[src/design/fspa_pkg.sv]
// ----------------------------------------------------------------------------
// Fixed slot pool allocator package
// Field widths, register indexes, status codes and request/response types.
// ----------------------------------------------------------------------------
package fspa_pkg;

    // Fixed field widths.
    localparam int ADDR_W_MAX = 64;
    localparam int OBJ_W      = 16;
    localparam int SIZE_W     = OBJ_W + 1;
    localparam int SC_W       = 9;
    localparam int CNT_W      = 9;
    localparam int STATUS_W   = 2;
    localparam int CFG_IDX_W  = 2;
    localparam int CFG_DATA_W = 64;

    // Default parameter values.
    localparam int DEF_MAX_SLOTS        = 256;
    localparam int DEF_ADDRESS_WIDTH    = 64;
    localparam int DEF_SLOT_ALIGN_BYTES = 8;

    // Configuration register indexes.
    localparam logic [CFG_IDX_W-1:0] CFG_BASE_ADDRESS = 2'd0;
    localparam logic [CFG_IDX_W-1:0] CFG_OBJECT_SIZE  = 2'd1;
    localparam logic [CFG_IDX_W-1:0] CFG_SLOT_COUNT   = 2'd2;

    // Configuration reset values.
    localparam logic [OBJ_W-1:0] RST_OBJECT_SIZE = 16'd8;
    localparam logic [SC_W-1:0]  RST_SLOT_COUNT  = 9'd256;

    // Request types.
    localparam logic REQ_ALLOC = 1'b0;
    localparam logic REQ_FREE  = 1'b1;

    // Response status codes.
    localparam logic [STATUS_W-1:0] ST_OK       = 2'd0;
    localparam logic [STATUS_W-1:0] ST_EMPTY    = 2'd1;
    localparam logic [STATUS_W-1:0] ST_BAD_ADDR = 2'd2;

    typedef struct packed {
        logic                  req_type;
        logic [ADDR_W_MAX-1:0] free_address;
    } t_req;

    typedef struct packed {
        logic [STATUS_W-1:0]   status;
        logic [ADDR_W_MAX-1:0] slot_address;
        logic [CNT_W-1:0]      free_slots;
        logic [CNT_W-1:0]      active_slots;
    } t_rsp;

endpackage

[src/design/fspa_stack_mem.sv]
// ----------------------------------------------------------------------------
// Freed slot stack memory
// One write port and one read port; the read data is registered.
// ----------------------------------------------------------------------------
module fspa_stack_mem #(
    parameter int DEPTH = 256,
    parameter int WIDTH = 8
) (
    input  logic                     i_clk,
    input  logic                     i_we,
    input  logic [$clog2(DEPTH)-1:0] i_waddr,
    input  logic [WIDTH-1:0]         i_wdata,
    input  logic                     i_re,
    input  logic [$clog2(DEPTH)-1:0] i_raddr,
    output logic [WIDTH-1:0]         o_rdata
);

    logic [WIDTH-1:0] r_mem [DEPTH];
    logic [WIDTH-1:0] r_rdata;

    // Write port.
    always_ff @(posedge i_clk) begin
        if (i_we) begin
            r_mem[i_waddr] <= i_wdata;
        end
    end

    // Read port with registered read data.
    always_ff @(posedge i_clk) begin
        if (i_re) begin
            r_rdata <= r_mem[i_raddr];
        end
    end

    assign o_rdata = r_rdata;

endmodule

[src/design/fspa_divider.sv]
// ----------------------------------------------------------------------------
// Slot index divider
// Restoring division, one quotient bit per cycle, for offsets known to be
// below (2^QW) times the divisor.
// ----------------------------------------------------------------------------
module fspa_divider #(
    parameter int QW = 8,
    parameter int DW = 17
) (
    input  logic             i_clk,
    input  logic             i_rst_n,
    input  logic             i_start,
    input  logic [QW+DW-1:0] i_dividend,
    input  logic [DW-1:0]    i_divisor,
    output logic             o_done,
    output logic [QW-1:0]    o_quot,
    output logic [DW-1:0]    o_rem
);

    localparam int NW   = QW + DW;
    localparam int CNTW = $clog2(QW + 1);

    logic            r_busy;
    logic            r_done;
    logic [CNTW-1:0] r_cnt;
    logic [NW-1:0]   r_rem;
    logic [NW-1:0]   r_dsh;
    logic [QW-1:0]   r_quot;
    logic            w_fits;
    logic [NW-1:0]   w_diff;

    // Trial subtraction of the shifted divisor.
    assign w_fits = (r_rem >= r_dsh);
    assign w_diff = r_rem - r_dsh;

    // Step counter and completion flag.
    always_ff @(posedge i_clk) begin
        if (!i_rst_n) begin
            r_busy <= 1'b0;
            r_done <= 1'b0;
            r_cnt  <= '0;
        end else if (i_start) begin
            r_busy <= 1'b1;
            r_done <= 1'b0;
            r_cnt  <= CNTW'(QW);
        end else if (r_busy) begin
            r_cnt <= r_cnt - CNTW'(1);
            if (r_cnt == CNTW'(1)) begin
                r_busy <= 1'b0;
                r_done <= 1'b1;
            end
        end else begin
            r_done <= 1'b0;
        end
    end

    // Remainder, shifted divisor and quotient.
    always_ff @(posedge i_clk) begin
        if (i_start) begin
            r_rem  <= i_dividend;
            r_dsh  <= NW'(i_divisor) << (QW - 1);
            r_quot <= '0;
        end else if (r_busy) begin
            if (w_fits) begin
                r_rem <= w_diff;
            end
            r_quot <= (r_quot << 1) | QW'(w_fits);
            r_dsh  <= r_dsh >> 1;
        end
    end

    assign o_done = r_done;
    assign o_quot = r_quot;
    assign o_rem  = r_rem[DW-1:0];

endmodule

[src/design/fixed_slot_pool_allocator.sv]
// ----------------------------------------------------------------------------
// Fixed slot pool allocator
// Hands out equal-sized slots from a pool at a configured base address and
// takes them back onto a stack of freed slot indexes held in a memory.
// ----------------------------------------------------------------------------
// Sequence: an allocate goes through S_ALLOC, S_MUL and S_DONE, or S_ALLOC and S_DONE
//   when the pool is empty; a free goes through S_CHK, S_LIM, S_RANGE, S_DIV (the
//   bit-serial divider) and S_DONE, or skips S_DIV for an address outside the pool.
// Requests: one at a time; the next can be taken once the result is registered, while
//   that result waits at the output. Reset: synchronous, active low; clears the state,
//   stack depth, untouched counter and response valid, and loads the config reset values.
module fixed_slot_pool_allocator import fspa_pkg::*; #(
    parameter int MAX_SLOTS        = DEF_MAX_SLOTS,
    parameter int ADDRESS_WIDTH    = DEF_ADDRESS_WIDTH,
    parameter int SLOT_ALIGN_BYTES = DEF_SLOT_ALIGN_BYTES
) (
    input  logic                  i_clk,
    input  logic                  i_rst_n,
    input  logic                  i_req_valid,
    output logic                  o_req_stall,
    input  t_req                  i_req,
    output logic                  o_rsp_valid,
    input  logic                  i_rsp_stall,
    output t_rsp                  o_rsp,
    input  logic                  i_cfg_we,
    input  logic [CFG_IDX_W-1:0]  i_cfg_index,
    input  logic [CFG_DATA_W-1:0] i_cfg_wdata
);

    localparam int IW          = $clog2(MAX_SLOTS);
    localparam int CW          = $clog2(MAX_SLOTS + 1);
    localparam int EW          = (CW > SC_W) ? CW : SC_W;
    localparam int PW          = IW + SIZE_W;
    localparam int LW          = CW + SIZE_W;
    localparam int RECIP_SHIFT = SIZE_W + 5;
    localparam int RECIP_W     = RECIP_SHIFT + 1;
    localparam int SPW         = SIZE_W + RECIP_W;

    localparam logic [RECIP_W-1:0] RECIP =
        RECIP_W'(((64'd1 << RECIP_SHIFT) + SLOT_ALIGN_BYTES - 1) / SLOT_ALIGN_BYTES);
    localparam logic [CW-1:0]         MAX_CNT   = CW'(MAX_SLOTS);
    localparam logic [EW-1:0]         MAX_EXT   = EW'(MAX_SLOTS);
    localparam logic [ADDR_W_MAX-1:0] ADDR_MASK =
        {ADDR_W_MAX{1'b1}} >> (ADDR_W_MAX - ADDRESS_WIDTH);
    localparam logic [OBJ_W-1:0]      ALIGN_OBJ = OBJ_W'(SLOT_ALIGN_BYTES);
    localparam logic [SIZE_W-1:0]     ALIGN_SZ  = SIZE_W'(SLOT_ALIGN_BYTES);
    localparam logic [SIZE_W-1:0]     ALIGN_PAD = SIZE_W'(SLOT_ALIGN_BYTES - 1);

    // Sequencer states.
    localparam logic [2:0] S_IDLE  = 3'd0;
    localparam logic [2:0] S_ALLOC = 3'd1;
    localparam logic [2:0] S_MUL   = 3'd2;
    localparam logic [2:0] S_CHK   = 3'd3;
    localparam logic [2:0] S_LIM   = 3'd4;
    localparam logic [2:0] S_RANGE = 3'd5;
    localparam logic [2:0] S_DIV   = 3'd6;
    localparam logic [2:0] S_DONE  = 3'd7;

    // Configuration registers and derived sizes.
    logic [ADDR_W_MAX-1:0] r_base;
    logic [OBJ_W-1:0]      r_object_size;
    logic [SC_W-1:0]       r_slot_count;
    logic [SIZE_W-1:0]     w_sz_up;
    logic [SPW-1:0]        w_sz_prod;
    logic [SIZE_W-1:0]     r_sz_quot;
    logic [SIZE_W-1:0]     r_eff_size;
    logic [EW-1:0]         w_sc_ext;
    logic [CW-1:0]         w_eff_cnt;
    logic [ADDR_W_MAX-1:0] w_base;

    // Sequencer and request state.
    logic [2:0]            r_state, n_state;
    t_req                  r_req;
    logic [CW-1:0]         r_depth, n_depth;
    logic [CW-1:0]         r_next, n_next;
    logic [CW-1:0]         w_depth_m1;
    logic [IW-1:0]         r_idx, n_idx;
    logic [STATUS_W-1:0]   r_status, n_status;
    logic [PW-1:0]         r_prod;
    logic                  r_lt;
    logic [ADDR_W_MAX-1:0] r_off;
    logic [LW-1:0]         r_limit;
    logic [ADDR_W_MAX-1:0] w_p;
    logic [ADDR_W_MAX-1:0] w_alloc_addr;

    // Memory and divider connections.
    logic                  w_mem_we;
    logic                  w_mem_re;
    logic [IW-1:0]         w_mem_rdata;
    logic                  w_div_start;
    logic                  w_div_done;
    logic [IW-1:0]         w_div_quot;
    logic [SIZE_W-1:0]     w_div_rem;

    // Handshake and counts.
    logic                  w_req_accept;
    logic                  w_rsp_free;
    logic                  w_rsp_load;
    logic                  r_rsp_valid;
    t_rsp                  r_rsp;
    t_rsp                  w_rsp;
    logic [CW-1:0]         w_untouched;
    logic [CW:0]           w_free_sum;
    logic [CW-1:0]         w_free_cnt;

    // Slot size: at least the alignment, rounded up to a multiple of it.
    // The division by the alignment is a multiply by its reciprocal.
    assign w_sz_up   = SIZE_W'((r_object_size < ALIGN_OBJ) ? ALIGN_OBJ : r_object_size)
                     + ALIGN_PAD;
    assign w_sz_prod = SPW'(w_sz_up) * SPW'(RECIP);

    always_ff @(posedge i_clk) begin
        r_sz_quot  <= SIZE_W'(w_sz_prod >> RECIP_SHIFT);
        r_eff_size <= SIZE_W'(r_sz_quot * ALIGN_SZ);
    end

    // Slot count: zero counts as one, and it saturates at the pool capacity.
    assign w_sc_ext  = EW'(r_slot_count);
    assign w_eff_cnt = (r_slot_count == '0)  ? CW'(1) :
                       (w_sc_ext > MAX_EXT)  ? MAX_CNT : CW'(w_sc_ext);
    assign w_base    = r_base & ADDR_MASK;

    // Handshake.
    assign o_req_stall  = (r_state != S_IDLE);
    assign w_req_accept = i_req_valid && !o_req_stall;
    assign w_rsp_free   = !r_rsp_valid || !i_rsp_stall;
    assign w_depth_m1   = r_depth - CW'(1);
    assign w_p          = r_req.free_address & ADDR_MASK;

    // Sequencer: pop or hand out on allocate, check and push on free.
    always_comb begin
        n_state     = r_state;
        n_depth     = r_depth;
        n_next      = r_next;
        n_idx       = r_idx;
        n_status    = r_status;
        w_mem_re    = 1'b0;
        w_mem_we    = 1'b0;
        w_div_start = 1'b0;
        w_rsp_load  = 1'b0;
        unique case (r_state)
            S_IDLE: begin
                if (w_req_accept) begin
                    n_status = ST_OK;
                    if (i_req.req_type == REQ_ALLOC) begin
                        w_mem_re = (r_depth != '0);
                        n_state  = S_ALLOC;
                    end else begin
                        n_state = S_CHK;
                    end
                end
            end
            S_ALLOC: begin
                if (r_depth != '0) begin
                    n_idx   = w_mem_rdata;
                    n_depth = w_depth_m1;
                    n_state = S_MUL;
                end else if (r_next < w_eff_cnt) begin
                    n_idx   = r_next[IW-1:0];
                    n_next  = r_next + CW'(1);
                    n_state = S_MUL;
                end else begin
                    n_status = ST_EMPTY;
                    n_state  = S_DONE;
                end
            end
            S_MUL: begin
                n_state = S_DONE;
            end
            S_CHK: begin
                n_state = S_LIM;
            end
            S_LIM: begin
                n_state = S_RANGE;
            end
            S_RANGE: begin
                if (r_lt || (r_off >= ADDR_W_MAX'(r_limit))) begin
                    n_status = ST_BAD_ADDR;
                    n_state  = S_DONE;
                end else begin
                    w_div_start = 1'b1;
                    n_state     = S_DIV;
                end
            end
            S_DIV: begin
                if (w_div_done) begin
                    if (w_div_rem != '0) begin
                        n_status = ST_BAD_ADDR;
                    end else if (r_depth < MAX_CNT) begin
                        w_mem_we = 1'b1;
                        n_depth  = r_depth + CW'(1);
                    end
                    n_state = S_DONE;
                end
            end
            S_DONE: begin
                if (w_rsp_free) begin
                    w_rsp_load = 1'b1;
                    n_state    = S_IDLE;
                end
            end
        endcase
    end

    // Control state and configuration registers.
    always_ff @(posedge i_clk) begin
        if (!i_rst_n) begin
            r_state       <= S_IDLE;
            r_depth       <= '0;
            r_next        <= '0;
            r_rsp_valid   <= 1'b0;
            r_base        <= '0;
            r_object_size <= RST_OBJECT_SIZE;
            r_slot_count  <= RST_SLOT_COUNT;
        end else begin
            r_state <= n_state;
            r_depth <= n_depth;
            r_next  <= n_next;
            if (w_rsp_load) begin
                r_rsp_valid <= 1'b1;
            end else if (r_rsp_valid && !i_rsp_stall) begin
                r_rsp_valid <= 1'b0;
            end
            if (i_cfg_we) begin
                unique case (i_cfg_index)
                    CFG_BASE_ADDRESS: r_base        <= i_cfg_wdata;
                    CFG_OBJECT_SIZE:  r_object_size <= i_cfg_wdata[OBJ_W-1:0];
                    CFG_SLOT_COUNT:   r_slot_count  <= i_cfg_wdata[SC_W-1:0];
                    default: begin
                    end
                endcase
            end
        end
    end

    // Request payload and intermediate results.
    always_ff @(posedge i_clk) begin
        r_idx    <= n_idx;
        r_status <= n_status;
        if (w_req_accept) begin
            r_req <= i_req;
        end
        if (r_state == S_MUL) begin
            r_prod <= PW'(r_idx) * PW'(r_eff_size);
        end
        if (r_state == S_CHK) begin
            r_lt  <= (w_p < w_base);
            r_off <= w_p - w_base;
        end
        if (r_state == S_LIM) begin
            r_limit <= LW'(w_eff_cnt) * LW'(r_eff_size);
        end
        if (w_rsp_load) begin
            r_rsp <= w_rsp;
        end
    end

    // Result: slot address and the free and active counts after the request.
    assign w_alloc_addr = (w_base + ADDR_W_MAX'(r_prod)) & ADDR_MASK;
    assign w_untouched  = (r_next < w_eff_cnt) ? (w_eff_cnt - r_next) : '0;
    assign w_free_sum   = (CW + 1)'(r_depth) + (CW + 1)'(w_untouched);
    assign w_free_cnt   = (w_free_sum > (CW + 1)'(w_eff_cnt)) ? w_eff_cnt
                                                               : w_free_sum[CW-1:0];

    always_comb begin
        w_rsp.status       = r_status;
        w_rsp.slot_address = ((r_req.req_type == REQ_ALLOC) && (r_status == ST_OK))
                             ? w_alloc_addr : '0;
        w_rsp.free_slots   = CNT_W'(w_free_cnt);
        w_rsp.active_slots = CNT_W'(w_eff_cnt - w_free_cnt);
    end

    assign o_rsp_valid = r_rsp_valid;
    assign o_rsp       = r_rsp;

    // Stack of freed slot indexes.
    fspa_stack_mem #(
        .DEPTH (MAX_SLOTS),
        .WIDTH (IW)
    ) u_stack_mem (
        .i_clk   (i_clk),
        .i_we    (w_mem_we),
        .i_waddr (r_depth[IW-1:0]),
        .i_wdata (w_div_quot),
        .i_re    (w_mem_re),
        .i_raddr (w_depth_m1[IW-1:0]),
        .o_rdata (w_mem_rdata)
    );

    // Offset to slot index.
    fspa_divider #(
        .QW (IW),
        .DW (SIZE_W)
    ) u_divider (
        .i_clk      (i_clk),
        .i_rst_n    (i_rst_n),
        .i_start    (w_div_start),
        .i_dividend (r_off[PW-1:0]),
        .i_divisor  (r_eff_size),
        .o_done     (w_div_done),
        .o_quot     (w_div_quot),
        .o_rem      (w_div_rem)
    );

endmodule

[config.mk]
export PLATFORM = sky130hd
export DESIGN_NAME = fixed_slot_pool_allocator
export DESIGN_NICKNAME = d
export VERILOG_FILES = /design/src/design/fspa_pkg.sv /design/src/design/fspa_stack_mem.sv /design/src/design/fspa_divider.sv /design/src/design/fixed_slot_pool_allocator.sv
export SDC_FILE = /design/constraint.sdc
export NUM_CORES = 2
export LEC_CHECK = 0
export ABC_AREA = 1
export BUFFER_PORTS_ARGS = -buffer_cell sky130_fd_sc_hd__buf_4
export CAP_MARGIN = 20
export CORE_UTILIZATION = 30
export CTS_BUF_LIST = sky130_fd_sc_hd__clkbuf_16
export DETAILED_ROUTE_END_ITERATION = 16
export PLACE_DENSITY = 0.53
export RECOVER_POWER = 100
export SLEW_MARGIN = 10
export SYNTH_ARGS = -nofsm -noshare
export SYNTH_HDL_FRONTEND = slang
export SYNTH_SLANG_ARGS = --single-unit
export TNS_END_PERCENT = 10
[constraint.sdc]
create_clock -name i_clk -period 7.4 [get_ports i_clk]
set_input_delay 0.37 -clock i_clk [delete_from_list [all_inputs] [get_ports i_clk]]
set_output_delay 0.37 -clock i_clk [all_outputs]
set_load 0.02 [all_outputs]
## Word-level counts from Yosys, hierarchy flattened

Memory sizes are Yosys's and may differ from the RTL's. A register that Yosys moved wholly into a read port is not among the register bits.
Index checks and enable logic that the tools add are counted.

| storage, ports and cells | value |
|---|---|
| register bits after elaboration | 471 |
| memory bits (writable) | 2048 |
| input port bits | 136 |
| output and inout port bits | 86 |
| logic and storage cells | 161 |
| memories kept | 1 |

Memories:

| memory | words | width | rd ports | clocked after Yosys merged registers in | write ports | line | source |
|---|---|---|---|---|---|---|---|
| u_stack_mem.r_mem | 256 | 8 | 1 | 1 | 1 | fspa_stack_mem.sv:18 | `logic [WIDTH-1:0] r_mem [DEPTH];` |

| cells by class | value |
|---|---|
| add/sub/neg operators | 11 |
| multipliers | 2 |
| $lt $le $gt $ge | 8 |
| equality and inequality tests | 20 |
| multiplexer cells | 52 |
| bitwise operators | 5 |
| reduce and logical (&&, ||, !) cells | 32 |

Operator list:

| kind | number |
|---|---|
| 25-bit 2-to-1 mux | 3 |
| 9-bit 2-to-1 mux | 8 |
| 64-bit by 25-bit adder with 64-bit output | 1 |
| 64-bit by 26-bit >= comparator with 1-bit output | 1 |
| 64-bit less-than comparator | 1 |
| 64-bit subtractor | 1 |
| 24-bit 2-to-1 mux | 2 |
| 25-bit by 24-bit >= comparator with 1-bit output | 1 |
| 25-bit by 24-bit subtractor with 25-bit output | 1 |
| 3-bit one-hot mux with 8 select lines | 1 |
| 9-bit by 14-bit multiplier with 23-bit output | 1 |
| 8-bit by 14-bit multiplier with 22-bit output | 1 |
| 1-bit 2-to-1 mux | 19 |
| 9-bit by 1-bit adder with 9-bit output (second input constant) | 2 |
| 2-bit inequality test (second input constant) | 9 |
| 9-bit one-hot mux with 2 select lines | 1 |
| 9-bit subtractor | 2 |
| 16-bit by 3-bit adder with 17-bit output (second input constant) | 1 |
| 17-bit nonzero test | 1 |
| 16-bit by 4-bit less-than comparator with 1-bit output (second input constant) | 1 |
| 16-bit 2-to-1 mux | 1 |
| 8-bit 2-to-1 mux | 2 |
| 3-bit 2-to-1 mux | 5 |
| 2-bit 2-to-1 mux | 7 |
| other kinds (34) | 57 |

## Longest topological paths before layout

| logic depth | value |
|---|---|
| depth after elaboration | 9 |
| gate-level depth with buffers | 45 |
| gate-level depth less buffers | 43 |

## By module

From an unflattened synthesis, not the netlist that was laid out.

| second synthesis, totals | value |
|---|---|
| cells, all modules | 11277 |
| area total of the unflattened synthesis | 118039.5 um^2 |

By module, submodules not included:

| module | instances | cells an instance | area an instance (um^2) | sequential area each (um^2) |
|---|---|---|---|---|
| fspa_stack_mem | 1 | 7003 | 83476.3 | 61739.2 |
| fixed_slot_pool_allocator | 1 | 3600 | 29958.7 | 10860.4 |
| fspa_divider | 1 | 674 | 4604.4 | 1681.6 |

## Worst setup path after synthesis

Ideal clock, no wire load.

| timing | value |
|---|---|
| path type | register -> register |
| start | register r_slot_count[8] |
| end | register r_rsp (netlist bit o_rsp[8]) (data pin) |
| library setup time | 252 ps |
| data arrival time | 5991 ps |
| data required time | 7148 ps |
| setup slack | 1157 ps |
| stages on the path, launching flop included | 43 |
| path buffers | 3 |
| period minus slack after synthesis | 6243 ps |
| cell sequence | dfxtp_1 -> buf_2 -> inv_1 -> nor2_1 -> nor2_1 -> clkbuf_1 -> ha_1 -> nand2_1 -> nand2_1 -> inv_1 -> o21ai_0 -> nand2_1 -> nand4_1 -> nand2_1 -> nor2_1 -> ha_1 -> inv_1 -> fa_1 -> [7 not listed] -> inv_1 -> nand2_1 -> nand2_1 -> nand2_1 -> nand2_1 -> a21boi_0 -> buf_2 -> nand2_1 -> o21ai_0 -> ha_1 -> inv_1 -> fa_1 -> a21oi_1 -> o21ai_0 -> nand2_1 -> nand2_1 -> nand2_1 -> nand2_1 |

RTL lines:

| element | line | source |
|---|---|---|
| start: declaration | fixed_slot_pool_allocator.sv:62 | `logic [SC_W-1:0] r_slot_count;` |
| start signal: assignment | fixed_slot_pool_allocator.sv:228 | `CFG_SLOT_COUNT: r_slot_count <= i_cfg_wdata[SC_W-1:0];` |
| end signal: assignment | fixed_slot_pool_allocator.sv:254 | `r_rsp <= w_rsp;` |
| end: declaration | fixed_slot_pool_allocator.sv:100 | `t_rsp r_rsp;` |

## Worst setup path after layout

| timing | value |
|---|---|
| start | register u_divider.r_quot[3], in the netlist u_divider.o_quot[3] |
| end | memory u_stack_mem.r_mem[5][3] (data pin) |

RTL lines:

| element | line | source |
|---|---|---|
| start: declaration | fspa_divider.sv:28 | `logic [QW-1:0] r_quot;` |
| start signal: assignment | fspa_divider.sv:67 | `r_quot <= (r_quot << 1) \| QW'(w_fits);` |
| end: declaration | fspa_stack_mem.sv:18 |  |

Straight into the memory's write port.

==> results by group <==
Power
  • Power Total: 53.0 mW
  • Pwr/cell area: 402 mW/mm²
  • Peak supply drop: 0.727 mV
  • Leakage: between 40 and 50 nW

Worst hold path
  • HP Class: in -> reg
  • Hold wc startpoint: i_cfg_wdata[42]
  • Worst hold stages: 3
  • Worst hold endpoint: r_base[42]$_SDFFE_PN0P_

STA
  • Final min period: 6.73 ns
  • Max-slew headroom: -1.65
  • Measured slew at the worst slew-check pin: roughly 4 ns
  • Period utilisation layout: 0.909
  • Setup violators final: 0
  • Setup Skew: 0.0642 ns
  • Total negative setup slack: 0 ns
  • Hold Vio Cnt, Final: 0
  • RSZ-0062 raised after global routing: false
  • Slew Viols, Final: between 2,000 and 3,000
  • FMAX: 149 MHz

Drt
  • Vias: ~80,000
  • Wire length per cell: 22.7 µm
  • Detailed router's first-iteration violation count: 8,126
  • Residual DRC: 0
  • Post-route ant nets: 0
  • Routed wire length: about 360 mm
  • Drt pass-1 iters: 6
  • Vias per inst: 5.07

Clocking
  • Worst-skew pair later-pin latency: 0.92 ns
  • Worst-path clk slew: around 0.06 ns
  • Clk sink count: 2,527
  • H-tree levels: 5
  • CTS Buf Count: around 280
  • Clock tree root driver cell: clkbuf_16
  • CTS tree: done
  • CTS Buffer Depth: 4

Finish
  • P&R area growth vs syn: 14.4%
  • Commonest non-fill, non-tap cell in the layout: edfxtp_1
  • Final #Nets: ~11,000
  • Share of cells above drive strength 1: 0.0600
  • Commonest non-fill, non-tap cells in the layout: edfxtp_1 (2,364), nor2_1 (1,620), o21ai_0 (1,338)

Worst setup path
  • Crit path max-delay family: buffers and inverters
  • Worst-case reg-to-reg path depth: 1
  • Reg2Reg Setup Slack: 0.67 ns
  • FF-to-FF Start: u_divider.o_quot[3]$_SDFFE_PP0P_
  • Critical Path Start Type: flip-flop
  • RR Endpoint: u_stack_mem.r_mem[5][3]$_DFFE_PP_
  • Levels on crit path: 1
  • Crit path DAT: 6.84 ns
  • Max FO, Critical Path: about 170
  • CP max stage cell: clkbuf_2
  • Crit end category: flip-flop
  • Critical path, cell by cell: clkbuf_2
  • Kind of critical path: reg -> reg
  • Crit-path max cell delay: 2.88 ns
  • WP buf/inv: 1
  • CP required: ~7.5 ns

Die
  • Die area: 0.386 mm²
  • Starting Density: 0.301
  • Die H: between 600 and 700 µm
  • Ports: 222
  • Core footprint: 0.382 mm²
  • # rows: 227
  • Die Width: 622 µm

Global route
  • Initial antenna violation count: 10
  • Largest net degree at the start of global routing: 191
  • GR Overflow Total: 0
  • Number of global-route vias before repair: 77,400
  • GRT Util Overall: 0.181
  • Global-route wire length before repair: approximately 530 mm

Status
  • Failing checks: capacitance limit, slew limit
  • Status: finished with violations

Logic synthesis
  • Syn_area_per_cell: around 11 µm²
  • Primary FF master, synth: edfxtp_1
  • Yosys reg bits: approximately 2,500
  • Yosys cell types: 53
  • Netlist Area Pre-Place: 0.115 mm²
  • Post-synth ARST share: 0
  • EDFF count, synth: 2,364
  • Post-Synthesis Cells: between 10,000 and 15,000
  • Net count after synthesis: 11,000
  • Sequential area share after synthesis: 0.645
  • Synth warnings: 0

Job
  • Max_cap viols: 39

Place
  • Post-DP HPWL: 226 mm
  • GP Congestion: 0.935
  • PortBufs: 221
==> how the worst max path moves through the flow <==
stage | from | to | slack, ns
2_1_floorplan | r_slot_count[8]$_SDFFE_PN1P_ | o_rsp[8]$_DFFE_PP_ | 1.16
3_3_place_gp | r_slot_count[6]$_SDFFE_PN0P_ | o_rsp[6]$_DFFE_PP_ | 0.12
4_1_cts | r_slot_count[1]$_SDFFE_PN0P_ | o_rsp[6]$_DFFE_PP_ | 0.07
6_report | u_divider.o_quot[3]$_SDFFE_PP0P_ | u_stack_mem.r_mem[5][3]$_DFFE_PP_ | 0.67
5_1_grt | r_slot_count[5]$_SDFFE_PN0P_ | o_rsp[8]$_DFFE_PP_ | 0.02
3_5_place_dp | r_slot_count[5]$_SDFFE_PN0P_ | o_rsp[6]$_DFFE_PP_ | 0.08
==> flip-flops by register name, indices dropped and copies added (netlist names), 14 cells and up <==
signal / count
r_off: 64
u_divider.r_dsh: 24
u_divider.r_rem: 25
r_base: 64
w_p: 64
r_prod: 22
o_rsp: 84
r_object_size: 16
r_limit: 23
r_sz_quot: 14
r_eff_size: 14
u_stack_mem.r_mem: 2048
==> per-layer routing <==
metal / vias up / GRT usage / part of all wire
met3: 597 / 0.0223 / 0.063
li1: 37400 / - / -
met2: 2881 / 0.295 / 0.46
met1: 40000 / 0.247 / 0.43
met5: - / 0 / 0.000052
met4: 2 / 0.0647 / 0.039
==> report_power, final <==
group	total, mW	switching, mW	internal [mW]
Sequential	17.4	0.624	16.8
Clock	13.7	5.93	7.76
Combinational	21.9	16.2	5.68
==> cells in the mapped netlist, types with 6 or more instances <==
cell type	number	area share
a211oi_1	6	0.00039
a21o_1	19	0.0012
a21oi_1	385	0.017
a221oi_1	7	0.00053
a31oi_1	37	0.0020
buf_1	28	0.00091
buf_2	143	0.0062
clkbuf_1	403	0.013
dfxtp_1	163	0.028
edfxtp_1	2364	0.62
fa_1	163	0.028
ha_1	259	0.028
inv_1	752	0.025
inv_2	7	0.00023
nand2_1	1256	0.041
nand2_2	7	0.00038
nand3_1	601	0.026
nand4_1	40	0.0022
nor2_1	1621	0.053
nor3_1	72	0.0031
nor4_1	35	0.0019
o211ai_1	26	0.0017
o21a_1	13	0.00085
o21ai_0	1337	0.058
o21bai_1	14	0.00091
o22ai_1	514	0.028
or2_1	9	0.00049
or2_2	7	0.00038
xnor2_1	48	0.0037
xor2_1	101	0.0077
==> metrics by stage <==
step | utilization | hold WS (ns) | cells | area (µm²) | worst slack (ns)
final | 0.345 | 0.0606 | 15900 | 132000 | 0.671
after global routing | 0.345 | 0.0210 | 15900 | 132000 | 0.0178
after CTS | 0.347 | 0.00324 | 15900 | 133000 | 0.0698
after detailed placement | 0.320 | 0.312 | 15300 | 122000 | 0.0761
after global placement | 0.320 | 0.311 | 15300 | 122000 | 0.119
after floorplan | - | 0.310 | 10500 | 115000 | 1.16
==> layout make-up <==
type | instances | area [µm²]
fill | 38100 | 250000
sequential | 2527 | 74300
multi-input combinational | 6621 | 35700
clock buffer | 289 | 7230
tap | 5038 | 6300
timing repair buffer | 482 | 3660
inverter | 764 | 2890
clock inverter | 219 | 1710
antenna | 4 | 10.0
==> cells by family after synthesis <==
logic type / count (synthesis) / synth area share
flops: 2527 / 0.645
simple gates: 3675 / 0.130
compound gates: 2374 / 0.111
fa+ha+maj: 422 / 0.0565
buf+inv: 1342 / 0.0454
xor+xnor: 150 / 0.0115
==> timing repair <==
item / CTS / global route
hold endpoints to repair: 171 / 0
hold buffers: 131 / 0
resized for setup: 0 / 5
endpoints found under the setup margin: 0 / 8
setup buffers: 0 / 0
No activity file was read; power rests on OpenSTA's default activity.
